## config.mk

```make
export PLATFORM = sky130hd
export DESIGN_NAME = periodic_and_on_demand_request_scheduler_top
export DESIGN_NICKNAME = d
export VERILOG_FILES = /design/src/pods_pkg.sv /design/src/pods_core.sv /design/src/pods_emit.sv /design/src/periodic_and_on_demand_request_scheduler_top.sv
export SDC_FILE = /design/constraint.sdc
export NUM_CORES = 1
export LEC_CHECK = 0
export ABC_AREA = 1
export BUFFER_PORTS_ARGS = -buffer_cell sky130_fd_sc_hd__buf_2
export CORE_MARGIN = 4
export CORE_UTILIZATION = 45
export CTS_CLUSTER_DIAMETER = 80
export DETAILED_ROUTE_END_ITERATION = 7
export PLACE_DENSITY = 0.65
export SLEW_MARGIN = 20
export SYNTH_ARGS = -nofsm -noshare
export SYNTH_HDL_FRONTEND = slang
export SYNTH_SLANG_ARGS = --single-unit
export TNS_END_PERCENT = 5
```

## constraint.sdc

```tcl
create_clock -name clk -period 4.5 [get_ports clk]
set_clock_uncertainty 0.1 [all_clocks]
set_input_delay 0 -clock clk [delete_from_list [all_inputs] [get_ports clk]]
set_output_delay 0 -clock clk [all_outputs]
set_load 0.05 [all_outputs]
```

## src/pods_pkg.sv

```systemverilog
// Shared types and codes for the periodic and on-demand request scheduler.
// No dependencies; imported by every module of the block.
package pods_pkg;

    localparam int unsigned TIME_W = 32;
    localparam int unsigned ID_W   = 32;
    localparam int unsigned NUM_CLASSES = 3;

    typedef enum logic [1:0] {
        FUNC_TICK       = 2'd0,
        FUNC_COMPLETION = 2'd1,
        FUNC_REQUEST    = 2'd2,
        FUNC_UNUSED     = 2'd3
    } func_t;

    typedef enum logic [1:0] {
        KIND_CRITICAL  = 2'd0,
        KIND_STANDARD  = 2'd1,
        KIND_ON_DEMAND = 2'd2,
        KIND_UNUSED    = 2'd3
    } kind_t;

    typedef enum logic [1:0] {
        CFG_CRITICAL_PERIOD = 2'd0,
        CFG_STANDARD_PERIOD = 2'd1,
        CFG_START_TIME      = 2'd2,
        CFG_UNUSED          = 2'd3
    } cfg_index_t;

    // Results of one input transaction: one bit per issued class, the latched
    // workpiece for an on-demand issue, and the busy flags after the step.
    typedef struct packed {
        logic [NUM_CLASSES-1:0] issue;
        logic                   present;
        logic [ID_W-1:0]        id;
        logic [NUM_CLASSES-1:0] busy;
    } group_t;

endpackage

```

## src/pods_core.sv

```systemverilog
// Input register, scheduler state and the single-pass decision logic.
// Depends on pods_pkg; feeds one result group per transaction to pods_emit.
module pods_core (
    input  logic                    clk,
    input  logic                    rst_n,
    input  logic                    cfg_write,
    input  logic [1:0]              cfg_index,
    input  logic [31:0]             cfg_data,
    input  logic                    in_valid,
    output logic                    in_stall,
    input  logic [1:0]              func,
    input  logic [31:0]             now,
    input  logic [1:0]              monitor_kind,
    input  logic                    workpiece_present,
    input  logic [31:0]             workpiece_id,
    input  logic                    grp_ready,
    output logic                    grp_load,
    output pods_pkg::group_t        grp_next
);
    import pods_pkg::*;

    // input register
    logic              in_valid_reg;
    func_t             func_reg;
    logic [TIME_W-1:0] now_reg;
    kind_t             kind_reg;
    logic              wp_present_reg;
    logic [ID_W-1:0]   wp_id_reg;

    // scheduler state
    logic [TIME_W-1:0] crit_period_reg;
    logic [TIME_W-1:0] std_period_reg;
    logic [TIME_W-1:0] crit_due_reg, crit_due_next;
    logic [TIME_W-1:0] std_due_reg, std_due_next;
    logic              crit_busy_reg, crit_busy_next;
    logic              std_busy_reg, std_busy_next;
    logic              od_busy_reg, od_busy_next;
    logic              od_pending_reg, od_pending_next;
    logic              latched_present_reg, latched_present_next;
    logic [ID_W-1:0]   latched_id_reg, latched_id_next;

    logic              advance;
    logic              issue_crit, issue_std, issue_od;
    logic [TIME_W:0]   crit_sum, std_sum;

    assign advance  = in_valid_reg && grp_ready;
    assign in_stall = in_valid_reg && !grp_ready;
    assign grp_load = advance;

    always_ff @(posedge clk or negedge rst_n)
    begin
        if (!rst_n)
        begin
            in_valid_reg <= 1'b0;
        end
        else if (!in_stall)
        begin
            in_valid_reg <= in_valid;
        end
    end

    always_ff @(posedge clk)
    begin
        if (!in_stall && in_valid)
        begin
            func_reg       <= func_t'(func);
            now_reg        <= now;
            kind_reg       <= kind_t'(monitor_kind);
            wp_present_reg <= workpiece_present;
            wp_id_reg      <= workpiece_id;
        end
    end

    assign crit_sum = {1'b0, now_reg} + {1'b0, crit_period_reg};
    assign std_sum  = {1'b0, now_reg} + {1'b0, std_period_reg};

    always_comb
    begin
        issue_crit           = 1'b0;
        issue_std            = 1'b0;
        issue_od             = 1'b0;
        crit_due_next        = crit_due_reg;
        std_due_next         = std_due_reg;
        crit_busy_next       = crit_busy_reg;
        std_busy_next        = std_busy_reg;
        od_busy_next         = od_busy_reg;
        od_pending_next      = od_pending_reg;
        latched_present_next = latched_present_reg;
        latched_id_next      = latched_id_reg;
        case (func_reg)
            FUNC_TICK:
            begin
                issue_crit = !crit_busy_reg && (now_reg >= crit_due_reg);
                issue_std  = !std_busy_reg && (now_reg >= std_due_reg);
                issue_od   = od_pending_reg && !od_busy_reg;
                if (issue_crit)
                begin
                    crit_busy_next = 1'b1;
                    // clamp at the largest time value
                    crit_due_next  = crit_sum[TIME_W] ? {TIME_W{1'b1}}
                                                      : crit_sum[TIME_W-1:0];
                end
                if (issue_std)
                begin
                    std_busy_next = 1'b1;
                    std_due_next  = std_sum[TIME_W] ? {TIME_W{1'b1}}
                                                    : std_sum[TIME_W-1:0];
                end
                if (issue_od)
                begin
                    od_pending_next = 1'b0;
                    od_busy_next    = 1'b1;
                end
            end
            FUNC_COMPLETION:
            begin
                case (kind_reg)
                    KIND_CRITICAL:  crit_busy_next = 1'b0;
                    KIND_STANDARD:  std_busy_next  = 1'b0;
                    KIND_ON_DEMAND: od_busy_next   = 1'b0;
                    default:        ;
                endcase
            end
            FUNC_REQUEST:
            begin
                latched_present_next = wp_present_reg;
                latched_id_next      = wp_present_reg ? wp_id_reg : '0;
                od_pending_next      = 1'b1;
            end
            default: ;
        endcase
    end

    always_comb
    begin
        grp_next.issue   = {issue_od, issue_std, issue_crit};
        grp_next.present = latched_present_reg;
        grp_next.id      = latched_id_reg;
        grp_next.busy    = {od_busy_next, std_busy_next, crit_busy_next};
    end

    always_ff @(posedge clk or negedge rst_n)
    begin
        if (!rst_n)
        begin
            crit_period_reg     <= TIME_W'(1000);
            std_period_reg      <= TIME_W'(10000);
            crit_due_reg        <= '0;
            std_due_reg         <= '0;
            crit_busy_reg       <= 1'b0;
            std_busy_reg        <= 1'b0;
            od_busy_reg         <= 1'b0;
            od_pending_reg      <= 1'b0;
            latched_present_reg <= 1'b0;
            latched_id_reg      <= '0;
        end
        else
        begin
            if (advance)
            begin
                crit_due_reg        <= crit_due_next;
                std_due_reg         <= std_due_next;
                crit_busy_reg       <= crit_busy_next;
                std_busy_reg        <= std_busy_next;
                od_busy_reg         <= od_busy_next;
                od_pending_reg      <= od_pending_next;
                latched_present_reg <= latched_present_next;
                latched_id_reg      <= latched_id_next;
            end
            if (cfg_write)
            begin
                unique case (cfg_index_t'(cfg_index))
                    CFG_CRITICAL_PERIOD: crit_period_reg <= cfg_data;
                    CFG_STANDARD_PERIOD: std_period_reg  <= cfg_data;
                    CFG_START_TIME:
                    begin
                        crit_due_reg <= cfg_data;
                        std_due_reg  <= cfg_data;
                    end
                    default: ;
                endcase
            end
        end
    end

`ifndef ASSERT_OFF
    // only ticks issue requests
    a_issue_on_tick: assert property (@(posedge clk) disable iff (!rst_n)
        (advance && func_reg != FUNC_TICK) |-> (grp_next.issue == '0))
        else $error("request issued by a non-tick transaction");

    // an issued critical read leaves the class busy
    a_crit_busy: assert property (@(posedge clk) disable iff (!rst_n)
        (advance && grp_next.issue[0]) |=> crit_busy_reg)
        else $error("critical class not busy after issue");

    // due times only move forward between start-time writes
    a_due_forward: assert property (@(posedge clk) disable iff (!rst_n)
        !cfg_write |=> (crit_due_reg >= $past(crit_due_reg))
                       && (std_due_reg >= $past(std_due_reg)))
        else $error("due time moved backward");
`endif

endmodule

```

## src/pods_emit.sv

```systemverilog
// Result register that hands out the results of one group, one per cycle while out_stall is low.
// Depends on pods_pkg; loaded by pods_core.
module pods_emit (
    input  logic             clk,
    input  logic             rst_n,
    input  logic             grp_load,
    input  pods_pkg::group_t grp_next,
    output logic             grp_ready,
    output logic             out_valid,
    input  logic             out_stall,
    output logic             request_valid,
    output logic [1:0]       request_kind,
    output logic             target_present,
    output logic [31:0]      target_id,
    output logic             critical_busy,
    output logic             standard_busy,
    output logic             on_demand_busy,
    output logic             last
);
    import pods_pkg::*;

    logic                   valid_reg;
    logic [NUM_CLASSES-1:0] issue_reg;
    logic                   present_reg;
    logic [ID_W-1:0]        id_reg;
    logic [NUM_CLASSES-1:0] busy_reg;
    logic [NUM_CLASSES-1:0] issue_rest;
    logic                   take;
    kind_t                  kind;

    // drop the lowest pending issue once it is taken
    assign issue_rest = issue_reg & (issue_reg - NUM_CLASSES'(1));
    assign last       = (issue_rest == '0);
    assign take       = valid_reg && !out_stall;
    assign grp_ready  = !valid_reg || (take && last);

    always_ff @(posedge clk or negedge rst_n)
    begin
        if (!rst_n)
        begin
            valid_reg <= 1'b0;
        end
        else if (grp_ready)
        begin
            valid_reg <= grp_load;
        end
    end

    always_ff @(posedge clk)
    begin
        if (grp_ready && grp_load)
        begin
            issue_reg   <= grp_next.issue;
            present_reg <= grp_next.present;
            id_reg      <= grp_next.id;
            busy_reg    <= grp_next.busy;
        end
        else if (take && !last)
        begin
            issue_reg <= issue_rest;
        end
    end

    always_comb
    begin
        if (issue_reg[0])
        begin
            kind = KIND_CRITICAL;
        end
        else if (issue_reg[1])
        begin
            kind = KIND_STANDARD;
        end
        else if (issue_reg[2])
        begin
            kind = KIND_ON_DEMAND;
        end
        else
        begin
            kind = KIND_CRITICAL;
        end
    end

    assign out_valid      = valid_reg;
    assign request_valid  = (issue_reg != '0);
    assign request_kind   = kind;
    assign target_present = (kind == KIND_ON_DEMAND) && present_reg;
    assign target_id      = target_present ? id_reg : '0;
    assign critical_busy  = busy_reg[0];
    assign standard_busy  = busy_reg[1];
    assign on_demand_busy = busy_reg[2];

`ifndef ASSERT_OFF
    // a group is never loaded over results still waiting
    a_no_overwrite: assert property (@(posedge clk) disable iff (!rst_n)
        (valid_reg && !(take && last)) |=> valid_reg)
        else $error("pending results lost");

    // a non-final result is followed by another result of the same group
    a_group_cont: assert property (@(posedge clk) disable iff (!rst_n)
        (take && !last) |=> (valid_reg && $stable(busy_reg)))
        else $error("result group cut short");
`endif

endmodule

```

## src/periodic_and_on_demand_request_scheduler_top.sv

```systemverilog
// Top level of the periodic and on-demand request scheduler.
// Depends on pods_pkg, pods_core and pods_emit.
//
// Accepts one transaction per cycle into an input register while in_stall is
// low. The scheduling decision is made combinationally from the input
// register, and its results load the result register once that register is
// ready to take a new group. Results leave one per cycle while out_stall is
// low: a tick that issues k reads (k up to 3) yields k results, every other
// transaction and a tick that issues none yield one. The input side stalls
// while a transaction waits in the input register and the result register
// still holds results that are not taken, that is while a multi-result group
// drains or while the receiver stalls. With no output stall, the output
// serializer, one result per cycle, sets the sustained rate.
// Configuration writes take effect at the next clock edge and must be made
// while no transaction is in progress.
module periodic_and_on_demand_request_scheduler_top (
    input  logic        clk,
    input  logic        rst_n,
    input  logic        cfg_write,
    input  logic [1:0]  cfg_index,
    input  logic [31:0] cfg_data,
    input  logic        in_valid,
    output logic        in_stall,
    input  logic [1:0]  func,
    input  logic [31:0] now,
    input  logic [1:0]  monitor_kind,
    input  logic        workpiece_present,
    input  logic [31:0] workpiece_id,
    output logic        out_valid,
    input  logic        out_stall,
    output logic        request_valid,
    output logic [1:0]  request_kind,
    output logic        target_present,
    output logic [31:0] target_id,
    output logic        critical_busy,
    output logic        standard_busy,
    output logic        on_demand_busy,
    output logic        last
);
    import pods_pkg::*;

    logic   grp_ready;
    logic   grp_load;
    group_t grp_next;

    pods_core u_core (
        .clk               (clk),
        .rst_n             (rst_n),
        .cfg_write         (cfg_write),
        .cfg_index         (cfg_index),
        .cfg_data          (cfg_data),
        .in_valid          (in_valid),
        .in_stall          (in_stall),
        .func              (func),
        .now               (now),
        .monitor_kind      (monitor_kind),
        .workpiece_present (workpiece_present),
        .workpiece_id      (workpiece_id),
        .grp_ready         (grp_ready),
        .grp_load          (grp_load),
        .grp_next          (grp_next)
    );

    pods_emit u_emit (
        .clk            (clk),
        .rst_n          (rst_n),
        .grp_load       (grp_load),
        .grp_next       (grp_next),
        .grp_ready      (grp_ready),
        .out_valid      (out_valid),
        .out_stall      (out_stall),
        .request_valid  (request_valid),
        .request_kind   (request_kind),
        .target_present (target_present),
        .target_id      (target_id),
        .critical_busy  (critical_busy),
        .standard_busy  (standard_busy),
        .on_demand_busy (on_demand_busy),
        .last           (last)
    );

endmodule
```

Yosys cells after proc, flatten, opt, wreduce, memory -nomap -nowiden:

Cells that the tools add are included.

* bits in registers: 275
* latch bits: 0
* bits in writable memories: 0
* bits in read-only memories: 0
* output and inout port bits: 42
* memories: 0

* add/subtract/negate cells: 3
* $mul: 0
* divide/modulo/power cells: 0
* magnitude comparators: 2
* equality and inequality tests: 8
* shifts and indexed selects: 0
* muxes and demuxes: 33
* bitwise logic cells: 1
* reduce and logical (&&, ||, !) cells: 31

Operators with widths (count)
* 32-bit 2-to-1 mux: 14
* 32-bit by 32-bit adder with 33-bit output: 2
* 32-bit greater-or-equal comparator: 2
* 1-bit logical AND: 11
* 1-bit 2-to-1 mux: 10
* 2-bit equality test, second input constant: 4
* 1-bit zero test: 8
* 1-bit one-hot mux with 2 select lines: 4
* 2-bit by 1-bit equality test with 1-bit output, second input constant: 3
* 2-bit zero test: 3
* 2-bit 2-to-1 mux: 3
* 3-bit 2-to-1 mux: 2
* 2-bit AND reduction: 3
* 2-bit nonzero test: 2
* 3-bit AND: 1
* 3-bit zero test: 1
* 3-bit AND reduction: 1
* 3-bit nonzero test: 1
* 3-bit by 1-bit subtractor with 3-bit output, second input constant: 1
* 2-bit by 1-bit inequality test with 1-bit output, second input constant: 1
* 1-bit logical OR: 1

Logic depth before layout (Yosys ltp):

Gate-level depths: netlist of run 1.

* depth after elaboration: 9
* mapped depth: 18
* mapped depth without buffers: 17

Cells and area by module:

From an unflattened synthesis of run 1, not the netlist that was laid out.

* cell total of the unflattened synthesis: 2334
* area, all modules: 17429.2 um^2

By module, submodules not included
* pods_core: times used 1, cells an instance 2197, area an instance 15801.4 um^2, sequential area each 6239.7 um^2
* pods_emit: times used 1, cells an instance 137, area an instance 1627.8 um^2, sequential area each 1196.1 um^2

Worst setup path before layout of run 1:

No wires, ideal clock.

* path type: reg2reg
* start: register u_emit.issue_reg[0]
* end: register u_core.func_reg[0], enable pin
* setup time: 0.423 ns
* arrival time: 2.620 ns
* required time: 3.977 ns
* slack: 1.357 ns
* cell stages (with the launch flop): 8
* path buffers: 0
* clock period less this slack: 3.143 ns
* path through: edfxtp_1 o21ai_2 nand2_1 o21ai_2 nor2_1 inv_1 nand2_1 inv_1

* longest elaborated chain between the ends: 9

Ends and longest elaborated chain
* start: declaration: RTL line pods_emit.sv:23 `logic [NUM_CLASSES-1:0] issue_reg;`
* start signal: assignment: RTL line pods_emit.sv:53 `issue_reg <= grp_next.issue;`
* start signal: assignment: RTL line pods_emit.sv:60 `issue_reg <= issue_rest;`
* 3-bit by 1-bit subtractor with 3-bit output: RTL line pods_emit.sv:32 `assign issue_rest = issue_reg & (issue_reg - NUM_CLASSES'(1));`
* 3-bit AND *: RTL line pods_emit.sv:32
* 3-bit zero test *: RTL line pods_emit.sv:33 `assign last = (issue_rest == '0);`
* 1-bit logical AND *: RTL line pods_emit.sv:35 `assign grp_ready = !valid_reg || (take && last);`
* 1-bit logical OR *: RTL line pods_emit.sv:35
* 1-bit zero test *: RTL line pods_core.sv:47 `assign in_stall = in_valid_reg && !grp_ready;`
* 1-bit logical AND *: RTL line pods_core.sv:47
* net in_stall: RTL line periodic_and_on_demand_request_scheduler_top.sv:23 `output logic in_stall,`
* 1-bit zero test *
* 1-bit logical AND *: RTL line pods_core.sv:64 `if (!in_stall && in_valid)`
* end signal: assignment: RTL line pods_core.sv:66 `func_reg <= func_t'(func);`
* end: declaration: RTL line pods_core.sv:24 `func_t func_reg;`

Mark *: on every way through the listed nets, which the timed path passes. The rest lies on a longest branch.
A chain may end at the register's enable or synchronous reset.

Final worst setup path of run 1:

* start: register u_core.now_reg[1]
* end: register u_core.std_due_reg[23]

* longest elaborated chain between the ends: 7
* elaborated cells between the ends (all ways): 9
* those cells by class: 1 x add/sub; 1 x order compare; 6 x mux; 1 x reduce/logical

Ends and longest elaborated chain
* start: declaration: RTL line pods_core.sv:25 `logic [TIME_W-1:0] now_reg;`
* start signal: assignment: RTL line pods_core.sv:67 `now_reg <= now;`
* 32-bit by 32-bit adder with 33-bit output / 32-bit greater-or-equal comparator (equally long branches): RTL line pods_core.sv:75, pods_core.sv:94
* 32-bit 2-to-1 mux / 1-bit logical AND (equally long branches): RTL line pods_core.sv:106, pods_core.sv:94
* 32-bit 2-to-1 mux *: RTL line pods_core.sv:103 `if (issue_std)`
* 32-bit 2-to-1 mux *: RTL line pods_core.sv:90 `case (func_reg)`
* 32-bit 2-to-1 mux *: RTL line pods_core.sv:159 `if (advance)`
* 32-bit 2-to-1 mux: RTL line pods_core.sv:172 `unique case (cfg_index_t'(cfg_index))`
* 32-bit 2-to-1 mux *: RTL line pods_core.sv:170 `if (cfg_write)`
* end signal: assignment: RTL line pods_core.sv:162 `std_due_reg <= std_due_next;`
* end signal: assignment: RTL line pods_core.sv:178 `std_due_reg <= cfg_data;`
* end: declaration: RTL line pods_core.sv:34 `logic [TIME_W-1:0] std_due_reg, std_due_next;`

Mark *: on every way between the ends. The rest lies on a longest branch, timed or not.

==> results of run 1 <==
[placed cells by master, fill, tap and decap left out, types with 5 or more instances in the layout]
cell,count
dlygate4sd3_1,110
clkinv_2,6
buf_4,10
nor3_1,13
nand2_1,794
a21o_1,5
nand3_1,152
clkbuf_1,8
o21ai_0,80
dfstp_2,11
nand2_2,19
nor2_1,300
inv_1,400
nand3b_1,11
buf_2,148
ha_1,128
inv_2,7
clkbuf_16,34
dfrtp_1,156
edfxtp_1,108
xor2_1,10
a21oi_1,97
nand4_1,38
xnor2_1,7
[Yosys cell counts, types with 3 or more instances]
cell / number / area (um^2)
ha_1: 128 / 1600
o21ai_0: 80 / 400
nor2_2: 4 / 25.0
dfstp_2: 11 / 289
a21o_1: 5 / 37.5
buf_2: 16 / 80.1
xnor2_1: 7 / 61.3
nand4_1: 38 / 238
buf_1: 3 / 11.3
a21oi_2: 4 / 35.0
nor2_4: 3 / 33.8
nor4_1: 4 / 25.0
nand2_2: 18 / 113
clkbuf_1: 28 / 105
nor3_1: 13 / 65.1
dfrtp_1: 156 / 3900
inv_2: 7 / 26.3
edfxtp_1: 108 / 3240
nand3_1: 152 / 761
o21bai_1: 3 / 22.5
inv_1: 401 / 1510
buf_4: 3 / 22.5
xor2_1: 10 / 87.6
a21oi_1: 97 / 485
nor2_1: 300 / 1130
buf_6: 9 / 101
nand2_1: 796 / 2990
nand3b_1: 11 / 82.6
o21a_1: 4 / 30.0
[worst max-delay path, delay by kind of cell (launching register included)]
| kind | cells | cell delay, ns |
|---|---|---|
| simple gates | 14 | 2.20 |
| flops | 1 | 0.59 |
| fa+ha+maj | 1 | 0.38 |
| buf+inv | 1 | 0.04 |
[worst paths after layout]
| check | from | end | slack [ns] | cells after the start |
|---|---|---|---|---|
| setup / recovery | u_core.now_reg[1] | u_core.std_due_reg[23] | 1.02 | 16 |
| hold reg to reg | u_core.latched_id_reg[13] | u_emit.id_reg[13] | 0.34 | 0 |
| max in group asynchronous | rst_n | u_core.std_period_reg[26] | 3.17 | 4 |
| setup reg to reg | u_core.now_reg[1] | u_core.std_due_reg[23] | 1.02 | 16 |
| min in group asynchronous | rst_n | u_core.std_period_reg[8] | 0.50 | 3 |
| hold / removal | now[17] | u_core.now_reg[17] | 0.07 | 2 |
[per-layer routing]
metal	wire length (um)	share of wire [%]
met5	0	0
met4	1880	3.5
met3	2810	5.3
met2	25000	47
met1	23800	44
[metrics by stage]
stage | hold WS [ns] | total power [mW] | instance area [um^2]
final | 0.0707 | 12.2 | 21200
after global placement | -0.0304 | 9.31 | 19000
after global routing | 0.0583 | 13.2 | 21200
after CTS | 0.0372 | 12.3 | 21200
after floorplan | -0.396 | 8.02 | 17800
after detailed placement | -0.0424 | 9.44 | 19000
[area by class of cell]
| class | count | area, um^2 |
|---|---|---|
| inverter | 411 | 1550 |
| multi-input combinational | 1702 | 8520 |
| clock buffer | 45 | 922 |
| tap | 518 | 648 |
| clock inverter | 17 | 165 |
| fill | 3791 | 17700 |
| sequential | 275 | 7440 |
| timing repair buffer | 272 | 1990 |
[cell families (layout without fill, tap and decap cells)]
family,after synthesis,in the layout
DFF,275,275
AOI/OAI and AO/OA,199,199
buffers and inverters,471,745
and+or+nand+nor,1356,1356
adders and majority gates,130,130
xor gates and xnor gates,17,17
[what timing repair did]
| item | in CTS | in global routing |
|---|---|---|
| endpoints found under the hold margin | 270 | 0 |
| gates resized for setup | 0 | 0 |
| buffers inserted | 0 | 0 |
| hold buffers | 111 | 0 |
[power groups by stage]
stage	Combinational, mW	Sequential, mW	Clock, mW
after floorplan	4.03	3.99	0
after global placement	5.19	4.12	0
after detailed placement	5.32	4.13	0
after CTS	5.45	4.09	2.74
after global routing	6.24	4.18	2.83
final	5.47	4.09	2.68
==> flow_summary.yaml, run 1 <==
route:
  antenna_left: 0
  firstDrtPassIters: 5
  drt-initial-drc-count: 1187
  routed_wl_um: 53400
  vias: 16200
  drc: 0
  routedWlPerCell_um: 16.5
  viasPerCell: 5.00
yosys:
  ys_warn_count: 0
  synth_edf_count: 108
  syn_area_um2: 17800
  synth_top_family_by_area: "simple AND/OR/NAND/NOR gates"
  syn_inst: 2448
  synth_ff_type: "dfrtp_1"
  seq_area_frac_synth_pct: 41.7
  async_flop_share_pct: 60.7
  yosys.cell_types.count: 47
  post_synth_fa_ha_maj_area_fraction_pct: 9.21
  yosys-mux-area-fraction_pct: 0
  synth_nets: 2686
  synth_compound_area_share_pct: 6.04
  yosys_register_bits: 275
  synthSimpleGateAreaFrac_pct: 31.6
  synthXorXnorAreaFrac_pct: 0.835
  synth_area_per_cell_um2: 7.28
worst_setup_path:
  arrival_ns: 3.80
  cp-end-kind: "register"
  required_ns: 4.82
  cp_cell_sequence: "ha_1, inv_1, nor2_1, nand2_1, nand3_1, nand2_1, nand2_1, nand2_1, nand2_1, nand2_1, nand2_1, nand3_4, nand2_1, nand2_1, nor2_1, nor2_1"
  slowest_stage: "nand3_4"
  startpoint_type: "register"
  path_max_fanout: 46
  critical_path_class: "reg -> reg"
  crit_path_max_incr_delay_ns: 0.63
  path_common_cell: "nand2_1"
sta:
  tightest_slew_ns: 0.882
  rsz0062_at_grt: "false"
  finalCritPeriodShare_pct: 77.4
  tns_ns: 0
  slew-limit-headroom_pct: 41.1
  finalWorstSetupSlack_ns: 1.02
  drv_slew: 0
  setup_viol: 0
  hold_viol: 0
  fmax_ghz: 0.287
  fin_crit_ns: 3.48
power_and_ir_drop:
  p_seq_share_pct: 33.4
  p_switching_mw: 5.29
  power_density_nw_per_um2: 577
  p_int_mw: 6.95
  power.leakage_nw: 11.6
  pwr-share-comb_pct: 44.7
  clkPwrFrac_pct: 21.9
  peakVddDrop_v: 0.000323
  p_sw_share_pct: 43.2
clock_network:
  cts-root-buf: "clkbuf_16"
  cts_tree: "built"
  clk_pin_slew_ns: 0.06
  clock-sinks: 275
  h-tree-depth: 2
  clock_path_buffers: 3
  clkLatencyLatePin_ns: 0.54
  cts_buffers: 34
global_routing:
  grt_pass1_vias: 15800
  grt_pass1_wl_um: 84900
  grt_util_met1_pct: 32.8
  grt_util_met2_pct: 40.4
  track_usage_pct: 24.4
  grt-busiest-layer: "met2"
  grt_overflow: 0
  use_met3_pct: 3.84
  grt_max_degree: 100
  antenna_found_initial: 1
placed_design:
  dp.final_hpwl_um: 39700
  place.gp.congestion: 0.980
  placed_cells: 3067
  dp_worst_setup_slack_ns: 1.11
  io_buffers: 149
floorplanning:
  initial_utilization_pct: 45.8
  pin_count: 150
  dieWidth_um: 207
  die_height_um: 207
  die_area_um2: 42900
  core-area_um2: 38900
  placementRows: 72
min_path:
  hp-class: "in -> reg"
outcome:
  outcome: "completed"
finish:
  postLayoutCoreUtil_pct: 54.6
  nets: 2934
  layout-drive-gt1-share_pct: 10.3
  fin_cells: 3240
  syn_to_final_growth_pct: 19.1
  antennaDiodeCount: 0
run:
  cap_violations: 0
(Power assumes the default switching activity.)
==> inputs of run 2 (changes only) <==
Settings changed: ABC_AREA 1 to 0, PLACE_DENSITY 0.65 to 0.68.
Clock period 4.5 ns to 2.9 ns, I/O delays scaled along.
==> run 2 against run 1 <==
Total power up 48%; maximum frequency up 7.1%; synthesized cell count down 41%; the flow now finishes with violations (setup timing); largest power group unchanged; wire length down 8.5%; hold slack worse by 0.055 ns; clock power up 79%.
==> flow_summary.yaml, run 2 <==
worst_setup_path:
  crit_path_start: "u_core.now_reg[25]"
  critical_path_class: "reg -> reg"
  arrival_ns: 3.63
  path_max_fanout: 6
  reg2regPathDepth: 12
  rr_startpoint: "u_core.now_reg[25]"
  reg2reg_slack_ns: -0.35
  required_ns: 3.28
  startpoint_type: "register"
  cp-end-kind: "register"
  r2r-end: "u_core.crit_due_reg[16]"
floorplanning:
  core-area_um2: 33700
  pin_count: 150
  placementRows: 67
  die_area_um2: 37400
  dieWidth_um: 193
  die_height_um: 193
  initial_utilization_pct: 45.9
clock_network:
  cts_tree: "built"
  clk_pin_slew_ns: 0.07
  clock-sinks: 275
  cts-root-buf: "clkbuf_16"
  cts_buffers: 31
  h-tree-depth: 1
  clkLatencyLatePin_ns: 0.60
  clock_path_buffers: 3
power_and_ir_drop:
  power.leakage_nw: 9.85
  power_density_nw_per_um2: 833
  peakVddDrop_v: 0.000562
placed_design:
  placed_cells: 2200
  io_buffers: 149
  place.gp.congestion: 0.969
  dp.final_hpwl_um: 32800
route:
  drt-initial-drc-count: 899
  routedWlPerCell_um: 20.2
  vias: 13500
  drc: 0
  firstDrtPassIters: 5
  antenna_left: 0
  routed_wl_um: 48900
  viasPerCell: 5.60
yosys:
  synth_edf_count: 108
  syn_inst: 1456
  yosysMostFrequentCell: "nand2_1"
  synth_ff_type: "dfrtp_1"
  async_flop_share_pct: 60.7
  synth_common_cells: "216 x nand2_1, 156 x dfrtp_1, 128 x ha_1"
  synthXorXnorAreaFrac_pct: 2.78
  synth_nets: 1694
  synth.top_cell.area_share_pct: 25.3
  synth_largest_area_cell: "dfrtp_1"
  synth_area_leaders: "dfrtp_1 25%, edfxtp_1 21%, ha_1 10%"
  seq_area_frac_synth_pct: 48.1
  synth_compound_area_share_pct: 17.3
  synthSimpleGateAreaFrac_pct: 12.3
  yosys_register_bits: 275
  syn_area_um2: 15500
  yosys-mux-area-fraction_pct: 5.15
  synth_top_family_by_area: "compound AO/OA/AOI/OAI gates"
  ys_warn_count: 0
  synth_area_per_cell_um2: 10.6
  post_synth_fa_ha_maj_area_fraction_pct: 10.6
  yosys.cell_types.count: 76
outcome:
  outcome: "finished, violations left"
  violations: "setup timing"
sta:
  fmax_ghz: 0.307
  drv_slew: 0
  rsz0062_at_grt: "true"
  tns_ns: -13.14
  setup_viol: 64
  tightest_slew_ns: 0.883
  fin_crit_ns: 3.25
  slew-limit-headroom_pct: 41.2
  finalWorstSetupSlack_ns: -0.353
  hold_viol: 0
  holdWs_ns: 0.0152
  finalCritPeriodShare_pct: 112
finish:
  nets: 2179
  layout-drive-gt1-share_pct: 33.5
  final_common_cell: "nand2_1"
  final_cell_mix: "215 x nand2_1, 214 x buf_4, 156 x dfrtp_1"
  syn_to_final_growth_pct: 40.7
  fin_cells: 2417
min_path:
  holdPathEnd: "u_core.wp_id_reg[25]"
  hp-class: "in -> reg"
  holdCritStartpoint: "workpiece_id[25]"
  hold_depth: 2
run:
  cap_violations: 0
global_routing:
  grt_pass1_wl_um: 76500
  grt_pass1_vias: 14100
  track_usage_pct: 25.0
  antenna_found_initial: 3
  grt_overflow: 0
  grt_max_degree: 67
-- run 2: cell type report --
| class | count | area [um^2] |
|---|---|---|
| diodes | 3 | 7.51 |
| inverters | 84 | 315 |
| well taps | 448 | 561 |
| repair buffers | 513 | 4030 |
| fillers | 2631 | 12000 |
| flip-flops and latches | 275 | 7440 |
| clock buffers | 35 | 811 |
| clock inverters | 23 | 442 |
| multi-input cells | 1036 | 8140 |
-- run 2: worst max path at each step --
stage	end	slack [ns]	depth (start not counted)
floorplan	u_core.crit_due_reg[19]	-0.04	11
global placement	u_core.crit_due_reg[0]	-0.46	13
detailed placement	u_core.crit_due_reg[0]	-0.51	13
CTS	u_core.crit_due_reg[0]	-0.15	11
global route	u_core.crit_due_reg[16]	-0.39	12
finish	u_core.crit_due_reg[16]	-0.35	12
-- run 2: what timing repair did --
action                                 in CTS  in global routing
gates resized for setup                    81                 41
buffers inserted                           16                  7
setup endpoints to repair                  69                 69
endpoints found under the hold margin     421                  1
pin swaps                                  67                 47
gates cloned                                1                  2
hold buffers                              128                  1
-- run 2: logic make-up (layout without fill, tap and decap cells) --
group,count (synthesis),count (layout)
AOI/OAI and AO/OA,376,376
xor gates and xnor gates,49,49
adders and majority gates,130,130
and+or+nand+nor,410,410
other,0,3
muxes,71,71
buffers and inverters,145,655
DFF,275,275
-- run 2: through the flow --
stage          total power [mW]  cell area, um^2  worst slack, ns  utilization, %
2_1_floorplan              9.80            15500          -0.0418               -
3_3_place_gp               12.1            18200           -0.461            54.0
3_5_place_dp               12.3            18200           -0.511            54.0
4_1_cts                    17.7            21300           -0.149            63.2
5_1_grt                    19.1            21700           -0.393            64.5
6_report                   18.1            21700           -0.353            64.5
-- run 2: critical path: stages (launching register included) --
cell and delay (ns):
edfxtp_1 0.55, ha_4 0.36, nand4_1 0.15, buf_4 0.19
nor4_4 0.25, a211oi_2 0.12, o211ai_1 0.11, a31oi_2 0.07
or3_4 0.35, a211o_4 0.41, clkbuf_16 0.20, o221ai_2 0.17
nand2_1 0.11
-- run 2: per-layer routing --
layer / GRT usage [%] / wire length, um
met5: 0 / 0
met3: 3.65 / 2460
met1: 32.0 / 20100
met4: 8.76 / 1910
met2: 43.5 / 24400
-- run 2: power breakdown --
part           internal, mW  switching, mW  leakage [nW]
Clock                  3.08           1.73         0.596
Combinational          3.45           3.88          6.19
Sequential             5.22          0.736          3.06
Total                  11.8           6.34          9.85
==> inputs of run 3 (changes only) <==
Settings changed: ABC_AREA 0 to 1, PLACE_DENSITY 0.68 to 0.67.
==> run 3 against run 2 <==
The run now ends clean; combinational power grew 18%; die area grew 15%; utilization shrank 9.4 points; critical endpoint is now u_core.std_due_reg[28]; flip-flop and latch count is the same; largest cell class unchanged; cell count grew 35%; critical path depth grew 4; clock-buffer cell count grew 15; hold slack gained 0.0075 ns; global-route usage is essentially flat; design area shrank 1.4%; largest power group unchanged; setup slack gained 0.53 ns; register-to-register slack gained 0.53 ns.
==> flow_summary.yaml, run 3 (synthesized netlist as in run 1, its figures left out) <==
outcome:
  outcome: "completed"
global_routing:
  antenna_found_initial: 0
  grt_overflow: 0
  grt_pass1_vias: 15900
  grt_max_degree: 85
  track_usage_pct: 25.0
  grt_pass1_wl_um: 86300
sta:
  drv_slew: 0
  finalCritPeriodShare_pct: 93.9
  tightest_slew_ns: 0.909
  setup_viol: 0
  slew-limit-headroom_pct: 39.4
  rsz0062_at_grt: "false"
  fmax_ghz: 0.367
  holdWs_ns: 0.0228
  hold_viol: 0
  fin_crit_ns: 2.72
worst_setup_path:
  reg2reg_slack_ns: 0.18
  required_ns: 3.21
  path_delay_family: "simple AND/OR/NAND/NOR gates"
  crit_path_max_incr_delay_ns: 0.52
  cp-end-kind: "register"
  r2r-end: "u_core.std_due_reg[28]"
  path_max_fanout: 18
  arrival_ns: 3.03
  cp_cell_sequence: "buf_4, fa_1, nand2_1, nand2_1, nand3_2, nand2_2, nand2_2, nand2_4, nand2_8, nand2_8, inv_6, nand2_2, nor2_1, nor2_1, nor2_1, nor2_1"
  worst-path-buf-inv: 2
  rr_startpoint: "u_core.now_reg[1]"
  startpoint_type: "register"
  slowest_stage: "edfxtp_1"
  critical_path_class: "reg -> reg"
  path_common_cell: "nor2_1"
  reg2regPathDepth: 16
placed_design:
  dpl-instance-area_um2: 19200
  place.gp.congestion: 0.947
  placed_cells: 3084
  dp.final_hpwl_um: 40600
  io_buffers: 149
power_and_ir_drop:
  power_density_nw_per_um2: 904
  peakVddDrop_v: 0.000560
  power.leakage_nw: 11.7
  p_sw_share_pct: 43.0
  pwr-share-comb_pct: 44.8
  p_switching_mw: 8.33
  p_int_mw: 11.0
  clkPwrFrac_pct: 22.5
  p_seq_share_pct: 32.7
clock_network:
  clkLatencyLatePin_ns: 0.55
  clk_pin_slew_ns: 0.05
  h-tree-depth: 2
  clock-sinks: 275
  clock_path_buffers: 3
  cts_buffers: 35
  cts-root-buf: "clkbuf_16"
  cts_tree: "built"
route:
  drt-initial-drc-count: 1095
  routedWlPerCell_um: 16.7
  vias: 16400
  firstDrtPassIters: 5
  routed_wl_um: 54300
  drc: 0
  viasPerCell: 5.02
  antenna_left: 0
floorplanning:
  die_area_um2: 42900
  core-area_um2: 38900
  dieWidth_um: 207
  pin_count: 150
  placementRows: 72
  initial_utilization_pct: 45.8
  die_height_um: 207
finish:
  nFillCells: 3718
  layout-drive-gt1-share_pct: 10.9
  nets: 2951
  multi_input_area_um2: 8520
  finalInstanceArea_um2: 21400
  antennaDiodeCount: 0
  syn_to_final_growth_pct: 20.2
  area.sequential_um2: 7440
  fin_cells: 3258
  final_cell_mix: "795 x nand2_1, 400 x inv_1, 299 x nor2_1"
  final_common_cell: "nand2_1"
min_path:
  hp-class: "in -> async"
run:
  cap_violations: 0
run 3: changes by cell type in the layout (fill, tap and decap cells not counted), moves of 21 or more:
cell,before,now
a21o_1,26,5
and3_1,41,2
buf_4,214,24
inv_1,84,400
mux2_2,68,0
nand2_1,215,795
nand3_1,17,152
nor2_1,49,299
o221ai_2,46,0
xnor2_1,30,7
run 3: worst max-delay path by stage:
| stage | startpoint | to | slack (ns) | cells after the start |
|---|---|---|---|---|
| floorplan | u_emit.issue_reg[0] | target_id[20] | -0.05 | 4 |
| global placement | u_core.now_reg[1] | u_core.crit_due_reg[1] | 0.13 | 16 |
| detailed placement | u_core.now_reg[1] | u_core.crit_due_reg[6] | 0.12 | 16 |
| CTS | u_core.now_reg[1] | u_core.crit_due_reg[6] | 0.09 | 16 |
| global route | u_core.now_reg[29] | u_core.std_due_reg[22] | 0.02 | 12 |
| finish | u_core.now_reg[1] | u_core.std_due_reg[28] | 0.18 | 16 |
run 3: layout make-up:
cell class	instances	area share [%]
Inverter	411	7.28
Clock buffer	50	4.64
Multi-Input combinational cell	1702	39.8
Tap cell	518	3.02
Sequential cell	275	34.7
Timing Repair Buffer	288	9.92
Clock inverter	14	0.666
run 3: through the flow:
step / total power [mW] / utilization (%) / setup TNS, ns / setup WS [ns]
2_1_floorplan: 12.5 / - / -1.46 / -0.0504
3_3_place_gp: 14.6 / 49.3 / 0 / 0.128
3_5_place_dp: 14.8 / 49.3 / 0 / 0.117
4_1_cts: 19.4 / 55.0 / 0 / 0.0855
5_1_grt: 20.9 / 55.1 / 0 / 0.0159
6_report: 19.4 / 55.1 / 0 / 0.178
run 3: routing by layer:
metal,track usage [%],vias up,share of wire (%)
met5,0,-,0
met1,33.7,7549,45
met4,8.66,0,3.4
met2,41.5,473,47
li1,-,8218,-
met3,3.39,118,4.9
run 3: power by group through the flow:
stage | clock (mW) | combinational [mW] | sequential [mW]
after floorplan | 0 | 6.27 | 6.19
after global placement | 0 | 8.29 | 6.34
after detailed placement | 0 | 8.43 | 6.39
after CTS | 4.44 | 8.62 | 6.33
after global routing | 4.59 | 9.86 | 6.47
final | 4.36 | 8.67 | 6.34
run 3: timing repair:
| action | CTS | global route |
|---|---|---|
| setup endpoints to repair | 0 | 27 |
| buffers inserted | 0 | 1 |
| hold buffers | 109 | 0 |
| gates resized for setup | 0 | 5 |
| hold endpoints to repair | 289 | 0 |
